$ cat config.mk
export PLATFORM = sky130hd
export DESIGN_NAME = atoi_base_stream_parser
export DESIGN_NICKNAME = d
export VERILOG_FILES = /design/src/hw/rtl/atoi_pkg.sv /design/src/hw/rtl/atoi_alpha.sv /design/src/hw/rtl/atoi_parse.sv /design/src/hw/rtl/atoi_base_stream_parser.sv
export VERILOG_INCLUDE_DIRS = /design/src /design/src/hw/rtl
export SDC_FILE = /design/constraint.sdc
export NUM_CORES = 2
export LEC_CHECK = 0
export BUFFER_PORTS_ARGS = -buffer_cell sky130_fd_sc_hd__buf_2
export CORE_MARGIN = 5
export CORE_UTILIZATION = 30
export CTS_BUF_LIST = sky130_fd_sc_hd__clkbuf_4 sky130_fd_sc_hd__clkbuf_8
export DETAILED_ROUTE_END_ITERATION = 10
export GPL_TIMING_DRIVEN = 0
export HOLD_SLACK_MARGIN = 0.12
export SLEW_MARGIN = 10
export SYNTH_ARGS = -nofsm -noshare
export SYNTH_HDL_FRONTEND = slang
export SYNTH_SLANG_ARGS = --single-unit
$ cat constraint.sdc
create_clock -name clk -period 8.82 [get_ports clk]
set_input_delay 0.882 -clock clk [delete_from_list [all_inputs] [get_ports clk]]
set_output_delay 0.882 -clock clk [all_outputs]
set_load 0.1 [all_outputs]
$ cat src/hw/rtl/assert_macros.svh
// Assertion macros shared by the RTL of the base-alphabet string parser.
// Each macro expects signals named clk and rst_n in the enclosing scope.
`ifndef ASSERT_MACROS_SVH
`define ASSERT_MACROS_SVH

// Implication checked at every rising clock edge outside reset.
`define ATOI_ASSERT_IMP(lbl, ante, cons, msg) \
    lbl: assert property (@(posedge clk) disable iff (!rst_n) (ante) |-> (cons)) \
        else $error(msg);

// Next-cycle implication checked at every rising clock edge outside reset.
`define ATOI_ASSERT_NXT(lbl, ante, cons, msg) \
    lbl: assert property (@(posedge clk) disable iff (!rst_n) (ante) |=> (cons)) \
        else $error(msg);

`endif

$ cat src/hw/rtl/atoi_pkg.sv
// Shared types, constants and helpers of the base-alphabet string parser.
// No dependencies; every RTL module imports this package.
package atoi_pkg;

    localparam int MAX_DIGITS_DEF = 16;
    localparam int VALUE_BITS_DEF = 32;

    localparam int CFG_IDX_W     = 2;
    localparam int CFG_DATA_W    = 64;
    localparam int COUNT_W       = 5;
    localparam int CHARS_PER_REG = 8;
    localparam int OUT_W         = 32;

    localparam logic [7:0] CH_NUL   = 8'h00;
    localparam logic [7:0] CH_TAB   = 8'h09;
    localparam logic [7:0] CH_CR    = 8'h0d;
    localparam logic [7:0] CH_SPACE = 8'h20;
    localparam logic [7:0] CH_PLUS  = 8'h2b;
    localparam logic [7:0] CH_MINUS = 8'h2d;

    typedef enum logic [CFG_IDX_W-1:0] {
        REG_CHARS_LOW  = 2'd0,
        REG_CHARS_HIGH = 2'd1,
        REG_COUNT      = 2'd2
    } cfg_reg_t;

    typedef enum logic [1:0] {
        PH_SPACE  = 2'd0,
        PH_DIGITS = 2'd1,
        PH_DONE   = 2'd2
    } phase_t;

    function automatic logic is_space(input logic [7:0] c);
        return (c == CH_SPACE) || ((c >= CH_TAB) && (c <= CH_CR));
    endfunction

    function automatic logic is_sign(input logic [7:0] c);
        return (c == CH_PLUS) || (c == CH_MINUS);
    endfunction

endpackage

$ cat src/hw/rtl/atoi_alpha.sv
// Alphabet registers of the parser and their registered decode:
// active positions, effective length and validity. Depends on atoi_pkg.
module atoi_alpha #(
    parameter int MAX_DIGITS = atoi_pkg::MAX_DIGITS_DEF,
    parameter int LEN_W      = $clog2(MAX_DIGITS + 1)
) (
    input  logic                             clk,
    input  logic                             rst_n,
    input  logic                             cfg_we,
    input  logic [atoi_pkg::CFG_IDX_W-1:0]   cfg_index,
    input  logic [atoi_pkg::CFG_DATA_W-1:0]  cfg_wdata,
    output logic [MAX_DIGITS-1:0][7:0]       chars,
    output logic [MAX_DIGITS-1:0]            active,
    output logic [LEN_W-1:0]                 len,
    output logic                             base_ok
);
    import atoi_pkg::*;

    logic [MAX_DIGITS-1:0][7:0] chars_reg;
    logic [COUNT_W-1:0]         count_reg;
    logic [MAX_DIGITS-1:0]      active_reg, active_next;
    logic [LEN_W-1:0]           len_reg, len_next;
    logic                       ok_reg, ok_next;

    for (genvar g = 0; g < MAX_DIGITS; g++) begin : g_char
        localparam int Lane = g % CHARS_PER_REG;
        localparam cfg_reg_t Sel = (g < CHARS_PER_REG) ? REG_CHARS_LOW : REG_CHARS_HIGH;
        always_ff @(posedge clk or negedge rst_n)
        begin
            if (!rst_n)
            begin
                chars_reg[g] <= '0;
            end
            else if (cfg_we && (cfg_index == Sel))
            begin
                chars_reg[g] <= cfg_wdata[Lane*8 +: 8];
            end
        end
    end

    always_ff @(posedge clk or negedge rst_n)
    begin
        if (!rst_n)
        begin
            count_reg <= '0;
        end
        else if (cfg_we && (cfg_index == REG_COUNT))
        begin
            count_reg <= cfg_wdata[COUNT_W-1:0];
        end
    end

    always_comb
    begin
        logic [COUNT_W-1:0] n;
        logic               bad;
        n = (count_reg > COUNT_W'(MAX_DIGITS)) ? COUNT_W'(MAX_DIGITS) : count_reg;
        len_next = LEN_W'(n);
        // The alphabet ends at its first zero byte; scan downward so the lowest wins.
        for (int i = MAX_DIGITS - 1; i >= 0; i--)
        begin
            if ((COUNT_W'(i) < n) && (chars_reg[i] == CH_NUL))
            begin
                len_next = LEN_W'(i);
            end
        end
        for (int i = 0; i < MAX_DIGITS; i++)
        begin
            active_next[i] = LEN_W'(i) < len_next;
        end
        bad = 1'b0;
        for (int i = 0; i < MAX_DIGITS; i++)
        begin
            if (active_next[i] && (is_sign(chars_reg[i]) || is_space(chars_reg[i])))
            begin
                bad = 1'b1;
            end
            for (int j = i + 1; j < MAX_DIGITS; j++)
            begin
                if (active_next[j] && (chars_reg[i] == chars_reg[j]))
                begin
                    bad = 1'b1;
                end
            end
        end
        ok_next = (len_next > LEN_W'(1)) && !bad;
    end

    always_ff @(posedge clk or negedge rst_n)
    begin
        if (!rst_n)
        begin
            active_reg <= '0;
            len_reg    <= '0;
            ok_reg     <= 1'b0;
        end
        else
        begin
            active_reg <= active_next;
            len_reg    <= len_next;
            ok_reg     <= ok_next;
        end
    end

    assign chars   = chars_reg;
    assign active  = active_reg;
    assign len     = len_reg;
    assign base_ok = ok_reg;

endmodule

$ cat src/hw/rtl/atoi_parse.sv
// Parser core: digit match, sign and whitespace handling, multiply-add
// accumulator and the result register. Depends on atoi_pkg.
module atoi_parse #(
    parameter int MAX_DIGITS = atoi_pkg::MAX_DIGITS_DEF,
    parameter int VALUE_BITS = atoi_pkg::VALUE_BITS_DEF,
    parameter int LEN_W      = $clog2(MAX_DIGITS + 1)
) (
    input  logic                            clk,
    input  logic                            rst_n,
    input  logic                            step,
    input  logic [7:0]                      char_in,
    input  logic                            last,
    input  logic [MAX_DIGITS-1:0][7:0]      chars,
    input  logic [MAX_DIGITS-1:0]           active,
    input  logic [LEN_W-1:0]                len,
    input  logic                            base_ok,
    input  logic                            res_ready,
    output logic                            res_valid,
    output logic [atoi_pkg::OUT_W-1:0]      res_value,
    output logic                            res_ok
);
    import atoi_pkg::*;

    localparam int IDX_W = $clog2(MAX_DIGITS);

    phase_t                  phase_reg, phase_next, phase_upd;
    logic                    neg_reg, neg_next, neg_upd;
    logic [VALUE_BITS-1:0]   acc_reg, acc_next, acc_upd;
    logic                    hit;
    logic [IDX_W-1:0]        idx;
    logic [VALUE_BITS-1:0]   prod;
    logic                    emit;
    logic signed [VALUE_BITS-1:0] result;
    logic                    out_valid_reg, out_valid_next;
    logic [OUT_W-1:0]        value_reg;
    logic                    ok_reg;

    always_comb
    begin
        hit = 1'b0;
        idx = '0;
        for (int i = MAX_DIGITS - 1; i >= 0; i--)
        begin
            if (active[i] && (chars[i] == char_in))
            begin
                hit = 1'b1;
                idx = IDX_W'(i);
            end
        end
    end

    assign prod = VALUE_BITS'(acc_reg * VALUE_BITS'(len));
    assign emit = (char_in == CH_NUL) || last;

    always_comb
    begin
        phase_upd = phase_reg;
        neg_upd   = neg_reg;
        acc_upd   = acc_reg;
        if (char_in != CH_NUL)
        begin
            case (phase_reg)
                PH_SPACE:
                begin
                    if (is_space(char_in))
                    begin
                        phase_upd = PH_SPACE;
                    end
                    else if (is_sign(char_in))
                    begin
                        neg_upd   = (char_in == CH_MINUS);
                        phase_upd = PH_DIGITS;
                    end
                    else if (hit)
                    begin
                        acc_upd   = VALUE_BITS'(idx);
                        phase_upd = PH_DIGITS;
                    end
                    else
                    begin
                        phase_upd = PH_DONE;
                    end
                end
                PH_DIGITS:
                begin
                    if (hit)
                    begin
                        acc_upd = prod + VALUE_BITS'(idx);
                    end
                    else
                    begin
                        phase_upd = PH_DONE;
                    end
                end
                PH_DONE:
                begin
                    phase_upd = PH_DONE;
                end
                default:
                begin
                    phase_upd = phase_reg;
                end
            endcase
        end

        result = '0;
        if (base_ok)
        begin
            result = neg_upd ? (VALUE_BITS'(0) - acc_upd) : acc_upd;
        end

        phase_next = phase_reg;
        neg_next   = neg_reg;
        acc_next   = acc_reg;
        if (step)
        begin
            if (emit)
            begin
                phase_next = PH_SPACE;
                neg_next   = 1'b0;
                acc_next   = '0;
            end
            else
            begin
                phase_next = phase_upd;
                neg_next   = neg_upd;
                acc_next   = acc_upd;
            end
        end

        if (step && emit)
        begin
            out_valid_next = 1'b1;
        end
        else if (res_ready)
        begin
            out_valid_next = 1'b0;
        end
        else
        begin
            out_valid_next = out_valid_reg;
        end
    end

    always_ff @(posedge clk or negedge rst_n)
    begin
        if (!rst_n)
        begin
            phase_reg     <= PH_SPACE;
            neg_reg       <= 1'b0;
            acc_reg       <= '0;
            out_valid_reg <= 1'b0;
        end
        else
        begin
            phase_reg     <= phase_next;
            neg_reg       <= neg_next;
            acc_reg       <= acc_next;
            out_valid_reg <= out_valid_next;
        end
    end

    // The result is sign-extended or truncated to the output width.
    always_ff @(posedge clk)
    begin
        if (step && emit)
        begin
            value_reg <= OUT_W'(result);
            ok_reg    <= base_ok;
        end
    end

    assign res_valid = out_valid_reg;
    assign res_value = value_reg;
    assign res_ok    = ok_reg;

endmodule

$ cat src/hw/rtl/atoi_base_stream_parser.sv
// Top level of the base-alphabet string parser: input register, alphabet
// decode and parser core. Depends on atoi_pkg, atoi_alpha, atoi_parse.
//
//   channel  | direction | payload                       | transfer
//   s_axis   | in        | tdata: char_in, tlast: last   | one byte of the string
//   m_axis   | out       | tdata: value, tuser: base_ok  | one result per string
//   cfg      | in        | cfg_index, cfg_wdata          | one register write
//
// One byte is taken every cycle while s_axis_tready is high. The byte that
// ends a string waits in the input register until it advances, and that
// loads the result register, so the result is valid in the cycle after the byte leaves the input register.
// The rate is set by the combinational digit match and multiply-add.
// A stalled result holds the result register; the input register still
// takes one byte, and s_axis_tready drops only when both are full.
// Reset clears the alphabet registers and parser state at once.
module atoi_base_stream_parser #(
    parameter int MAX_DIGITS = atoi_pkg::MAX_DIGITS_DEF,
    parameter int VALUE_BITS = atoi_pkg::VALUE_BITS_DEF
) (
    input  logic                             clk,
    input  logic                             rst_n,
    input  logic                             s_axis_tvalid,
    output logic                             s_axis_tready,
    input  logic [7:0]                       s_axis_tdata,  // [7:0] char_in
    input  logic                             s_axis_tlast,
    output logic                             m_axis_tvalid,
    input  logic                             m_axis_tready,
    output logic [atoi_pkg::OUT_W-1:0]       m_axis_tdata,  // [31:0] value
    output logic                             m_axis_tuser,  // [0] base_ok
    input  logic                             cfg_we,
    input  logic [atoi_pkg::CFG_IDX_W-1:0]   cfg_index,
    input  logic [atoi_pkg::CFG_DATA_W-1:0]  cfg_wdata
);
    import atoi_pkg::*;

    `include "assert_macros.svh"

    localparam int LEN_W = $clog2(MAX_DIGITS + 1);

    logic                       in_valid_reg, in_valid_next;
    logic [7:0]                 in_char_reg;
    logic                       in_last_reg;
    logic                       advance;
    logic                       s_accept;
    logic [MAX_DIGITS-1:0][7:0] chars;
    logic [MAX_DIGITS-1:0]      active;
    logic [LEN_W-1:0]           len;
    logic                       base_ok;

    assign advance       = in_valid_reg && (!m_axis_tvalid || m_axis_tready);
    assign s_axis_tready = !in_valid_reg || advance;
    assign s_accept      = s_axis_tvalid && s_axis_tready;

    always_comb
    begin
        if (s_accept)
        begin
            in_valid_next = 1'b1;
        end
        else if (advance)
        begin
            in_valid_next = 1'b0;
        end
        else
        begin
            in_valid_next = in_valid_reg;
        end
    end

    always_ff @(posedge clk or negedge rst_n)
    begin
        if (!rst_n)
        begin
            in_valid_reg <= 1'b0;
        end
        else
        begin
            in_valid_reg <= in_valid_next;
        end
    end

    always_ff @(posedge clk)
    begin
        if (s_accept)
        begin
            in_char_reg <= s_axis_tdata;
            in_last_reg <= s_axis_tlast;
        end
    end

    atoi_alpha #(
        .MAX_DIGITS (MAX_DIGITS),
        .LEN_W      (LEN_W)
    ) u_alpha (
        .clk       (clk),
        .rst_n     (rst_n),
        .cfg_we    (cfg_we),
        .cfg_index (cfg_index),
        .cfg_wdata (cfg_wdata),
        .chars     (chars),
        .active    (active),
        .len       (len),
        .base_ok   (base_ok)
    );

    atoi_parse #(
        .MAX_DIGITS (MAX_DIGITS),
        .VALUE_BITS (VALUE_BITS),
        .LEN_W      (LEN_W)
    ) u_parse (
        .clk       (clk),
        .rst_n     (rst_n),
        .step      (advance),
        .char_in   (in_char_reg),
        .last      (in_last_reg),
        .chars     (chars),
        .active    (active),
        .len       (len),
        .base_ok   (base_ok),
        .res_ready (m_axis_tready),
        .res_valid (m_axis_tvalid),
        .res_value (m_axis_tdata),
        .res_ok    (m_axis_tuser)
    );

    // An invalid alphabet must always report zero.
    `ATOI_ASSERT_IMP(a_bad_base_zero, m_axis_tvalid && !m_axis_tuser, m_axis_tdata == '0,
        "result with invalid alphabet is not zero")
    // A byte marked last that leaves the input register produces a result.
    `ATOI_ASSERT_NXT(a_last_gives_result, advance && in_last_reg, m_axis_tvalid,
        "last byte consumed without a result")
    // A new result only appears when a byte was consumed.
    `ATOI_ASSERT_IMP(a_result_from_step, $rose(m_axis_tvalid), $past(advance),
        "result appeared without a consumed byte")

endmodule
==> impl_metrics.prom <==
# TYPE chip_impl_metric gauge
chip_impl_metric{name="postLayoutSetupSlackWorst",unit="ps"} 467
chip_impl_info{name="setup_repair_after_global_routing_missed_its_margin",value="no"} 1
chip_impl_metric{name="die_y",unit="µm"} 326
chip_impl_metric{name="detail-route-antenna-nets",unit=""} 0
chip_impl_metric{name="power.net_switching",unit="mW"} 3.51
chip_impl_metric{name="report.final.hold_viol_count",unit=""} 0
chip_impl_metric{name="layout_worst_path_cycle_share",unit="%"} 94.7
chip_impl_metric{name="cts_num_sinks",unit=""} 233
chip_impl_metric{name="routed_wirelength",unit="mm"} 140
chip_impl_metric{name="core_region_area",unit="mm²"} 0.0996
chip_impl_metric{name="post-route-util",unit="%"} 33.6
chip_impl_metric{name="syn_nets",unit=""} 3719
chip_impl_metric{name="ir_worst_vdd",unit="V"} 0.000125
chip_impl_metric{name="synth.cell_area",unit="mm²"} 0.0300
chip_impl_info{name="synth.top_cells.by_area",value="sky130_fd_sc_hd__xnor2_1 (19%), sky130_fd_sc_hd__dfrtp_1 (16%), sky130_fd_sc_hd__xor2_1 (15%)"} 1
chip_impl_metric{name="post-cts-setup-buffers",unit=""} 0
chip_impl_metric{name="maxCapViolations",unit=""} 0
chip_impl_metric{name="area_delta_synth_final",unit="%"} 11.6
chip_impl_metric{name="avgViaCountPerCell",unit=""} 5.81
chip_impl_metric{name="grt_pass1_vias",unit=""} 27800
chip_impl_metric{name="netlist-cell-type-count",unit=""} 87
chip_impl_info{name="clock_tree.root_cell",value="sky130_fd_sc_hd__clkbuf_8"} 1
chip_impl_metric{name="yosys_warnings",unit=""} 0
chip_impl_metric{name="finalSetupTns",unit="ps"} 0
chip_impl_metric{name="worst-slew-pin-transition",unit="ps"} 1400
chip_impl_metric{name="via_count",unit=""} 29000
chip_impl_info{name="timing.critical_path.cells",value="buf_2, xnor2_1, nand3_1, nor3_1, nor4_2, nand3_2, nor2_1, fa_1, ha_1, inv_1, fa_1, inv_1, fa_1, a211oi_1, nor2_1, o21ai_1, o311a_1, mux2_2, nand3b_1, a32oi_1, nand3_1, nor4_1, a21oi_1, o21ai_0"} 1
chip_impl_metric{name="grt-ovfl-total",unit=""} 0
chip_impl_metric{name="synth-edff-count",unit=""} 42
chip_impl_metric{name="post_route_cells_drive_above_1_share",unit="%"} 12.9
chip_impl_metric{name="average_routed_wire_per_standard_cell",unit="µm"} 27.9
chip_impl_metric{name="worst-path-max-fanout",unit=""} 9
chip_impl_info{name="cpMostUsedCell",value="sky130_fd_sc_hd__fa_1"} 1
chip_impl_metric{name="place_worst_setup_slack",unit="ps"} 551
chip_impl_metric{name="num_io_pins",unit=""} 115
chip_impl_metric{name="clkPwrFrac",unit="%"} 19.8
chip_impl_metric{name="htreeDepth",unit=""} 2
chip_impl_metric{name="power.combinational.fraction",unit="%"} 60.5
chip_impl_metric{name="num_cts_buffers",unit=""} 47
chip_impl_metric{name="largest_reg_flops",unit=""} 128
chip_impl_metric{name="netSwitchingFraction",unit="%"} 50.2
chip_impl_metric{name="seq_power_share",unit="%"} 19.7
chip_impl_metric{name="starting_density_of_the_core",unit="%"} 30.1
chip_impl_metric{name="final_period_minus_worst_setup_slack",unit="ps"} 8350
chip_impl_metric{name="grt_pass1_wl",unit="mm"} 198
chip_impl_metric{name="placement.cell_area",unit="mm²"} 0.0323
chip_impl_metric{name="timing.critical_path.arrival",unit="ps"} 8740
chip_impl_info{name="end_kind",value="flip-flop"} 1
chip_impl_info{name="min_path_type",value="input port to flip-flop"} 1
chip_impl_metric{name="drt_iter0_markers",unit=""} 4396
chip_impl_metric{name="hpwlAfterDp",unit="mm"} 99.6
chip_impl_metric{name="max_clock_freq",unit="MHz"} 120
chip_impl_info{name="yosys_most_used_dff",value="sky130_fd_sc_hd__dfrtp_1"} 1
chip_impl_metric{name="antenna_violations_before_repair",unit=""} 12
chip_impl_info{name="run_status",value="complete, no violations"} 1
chip_impl_metric{name="finalHoldWorstSlack",unit="ps"} 365
chip_impl_metric{name="finalPower",unit="mW"} 6.99
chip_impl_metric{name="synth-seq-area-share",unit="%"} 20.2
chip_impl_metric{name="max-slew-margin-rel",unit="%"} 6.99
chip_impl_metric{name="grtUsageTotal",unit="%"} 25.1
chip_impl_metric{name="ctsLongestPathBuffers",unit=""} 3
chip_impl_metric{name="drc_errors",unit=""} 0
chip_impl_metric{name="final.fill_count",unit=""} 10500
chip_impl_metric{name="post-route-cell-area",unit="mm²"} 0.0334
chip_impl_metric{name="rows",unit=""} 116
chip_impl_metric{name="postSynth.asyncResetShare",unit="%"} 82.0
chip_impl_metric{name="yosys.area.top_type_share",unit="%"} 18.5
chip_impl_metric{name="drt-pass1-iter-count",unit=""} 6
chip_impl_metric{name="final_net_count",unit=""} 3889
chip_impl_info{name="leading_area_contributor_after_synthesis",value="sky130_fd_sc_hd__xnor2_1"} 1
chip_impl_info{name="worst_setup_path_start_kind",value="flip-flop"} 1
chip_impl_info{name="criticalPathCategory",value="flip-flop to flip-flop"} 1
chip_impl_info{name="synth_common_cells",value="sky130_fd_sc_hd__xnor2_1 (634), sky130_fd_sc_hd__xor2_1 (513), sky130_fd_sc_hd__nand2_1 (259), sky130_fd_sc_hd__dfrtp_1 (191), sky130_fd_sc_hd__nand4_1 (158)"} 1
chip_impl_metric{name="ys_seq_elements",unit=""} 233
chip_impl_info{name="yosysMostFrequentCell",value="sky130_fd_sc_hd__xnor2_1"} 1
chip_impl_metric{name="post_layout_nonfiller_instances",unit=""} 4997
chip_impl_info{name="tritoncts",value="yes"} 1
chip_impl_metric{name="chip_width",unit="µm"} 326
chip_impl_metric{name="gp_routability_congestion",unit=""} 1.04
chip_impl_metric{name="worstPathRequired",unit="ps"} 9210
chip_impl_info{name="crit_path_top_delay_cell",value="sky130_fd_sc_hd__nor3_1"} 1
chip_impl_metric{name="intPower",unit="mW"} 3.48
chip_impl_metric{name="finalSetupViolations",unit=""} 0
chip_impl_metric{name="power.static_leakage",unit="nW"} 13.0
chip_impl_metric{name="place_inst",unit=""} 4903
chip_impl_metric{name="syn-mean-instance-area",unit="µm²"} 8.59
chip_impl_metric{name="worst_skew_pair.late_latency",unit="ps"} 710
chip_impl_metric{name="clock_skew",unit="ps"} 54.5
chip_impl_metric{name="power_per_cell_area",unit="mW/mm²"} 209
chip_impl_metric{name="maxSlewViolCount",unit=""} 0
chip_impl_metric{name="grt_max_degree",unit=""} 91
chip_impl_metric{name="syn_inst",unit=""} 3487
chip_impl_metric{name="fp.dieArea",unit="mm²"} 0.106
chip_impl_metric{name="place.port_buffers",unit=""} 114
chip_impl_metric{name="clk_pin_slew_worst_paths",unit="ps"} 60
chip_impl_metric{name="slowest_cell_delay_on_critical_path",unit="ps"} 870
## cell usage in the layout (no fill, tap or decap), drive strengths merged, types with 11 or more instances in the layout
| master | Yosys | routed |
|---|---|---|
| a21oi | 82 | 82 |
| a22o | 15 | 15 |
| a22oi | 29 | 29 |
| a31oi | 19 | 19 |
| and2 | 74 | 74 |
| buf | 249 | 366 |
| clkbuf | 93 | 159 |
| clkinv | 0 | 11 |
| dfrtp | 191 | 191 |
| edfxtp | 42 | 42 |
| fa | 86 | 86 |
| ha | 66 | 66 |
| inv | 94 | 95 |
| mux2 | 132 | 132 |
| nand2 | 259 | 259 |
| nand2b | 18 | 18 |
| nand3 | 44 | 44 |
| nand4 | 159 | 159 |
| nor2 | 104 | 104 |
| nor2b | 22 | 22 |
| nor3 | 66 | 66 |
| nor4 | 154 | 154 |
| o211ai | 15 | 15 |
| o21ai | 137 | 137 |
| o31ai | 15 | 15 |
| or3 | 26 | 26 |
| or4 | 11 | 11 |
| xnor2 | 638 | 638 |
| xor2 | 513 | 513 |
## metal layers
metal	GRT usage [%]	part of all wire, %	vias to the layer above
met1	30.9	37	14000
met4	17.1	8.8	10
met2	37.8	42	2210
li1	-	-	12200
met3	7.51	13	643
met5	0	0.045	-
## worst max-delay path: cells and delay by family, from the launching register on
| family | cells | cell delay, ps |
|---|---|---|
| simple gates | 9 | 2710 |
| compound gates | 6 | 2270 |
| fa+ha+maj | 4 | 1740 |
| buf+inv | 3 | 600 |
| flops | 1 | 340 |
| mux | 1 | 200 |
| xor+xnor | 1 | 180 |
## path summary, 6_finish.rpt
check	start	to	slack [ps]	cells after the start
worst max-delay path	u_alpha.chars[15]$_DFFE_PN0P_	u_parse.res_value[28]$_SDFFCE_PN0P_	470	24
worst min-delay path	s_axis_tlast	in_last_reg$_DFFE_PP_	370	1
worst max register to register	u_alpha.chars[15]$_DFFE_PN0P_	u_parse.res_value[28]$_SDFFCE_PN0P_	470	24
worst min register to register	u_parse.neg_reg$_DFFE_PN0P_	u_parse.neg_reg$_DFFE_PN0P_	540	2
max in group asynchronous	rst_n	u_parse.acc_reg[30]$_DFFE_PN0P_	7310	3
min in group asynchronous	rst_n	u_alpha.chars[18]$_DFFE_PN0P_	680	2
## timing repair
item,CTS,global route
hold buffers,1,0
endpoints found under the setup margin,0,2
hold endpoints to repair,31,0
gates resized for setup,0,1
## power groups by stage
stage / Sequential (mW) / Clock, mW / Combinational, mW
floorplan: 1.41 / 0 / 2.75
global placement: 1.39 / 0 / 3.95
detailed placement: 1.39 / 0 / 4.01
CTS: 1.37 / 1.40 / 4.03
global route: 1.39 / 1.44 / 4.34
finish: 1.38 / 1.38 / 4.23
## final cells by class
| type | count | area (µm²) | share of cell area, % |
|---|---|---|---|
| clock buffers | 63 | 836 | 2.50 |
| repair buffers | 121 | 692 | 2.07 |
| inverters | 94 | 353 | 1.06 |
| diodes | 5 | 12.5 | 0.0374 |
| flip-flops and latches | 233 | 6040 | 18.1 |
| multi-input cells | 2818 | 22000 | 65.9 |
| plain buffers | 342 | 1580 | 4.73 |
| clock inverters | 23 | 274 | 0.819 |
| well taps | 1298 | 1620 | 4.86 |
## kinds of logic after synthesis
group / count (synthesis) / share of synthesized area (%)
xor+xnor: 1151 / 33.7
fa+ha+maj: 152 / 8.50
compound gates: 405 / 8.71
flops: 233 / 20.2
mux: 142 / 5.30
simple gates: 968 / 17.1
buf+inv: 436 / 6.45
(Power assumes the default switching activity.)
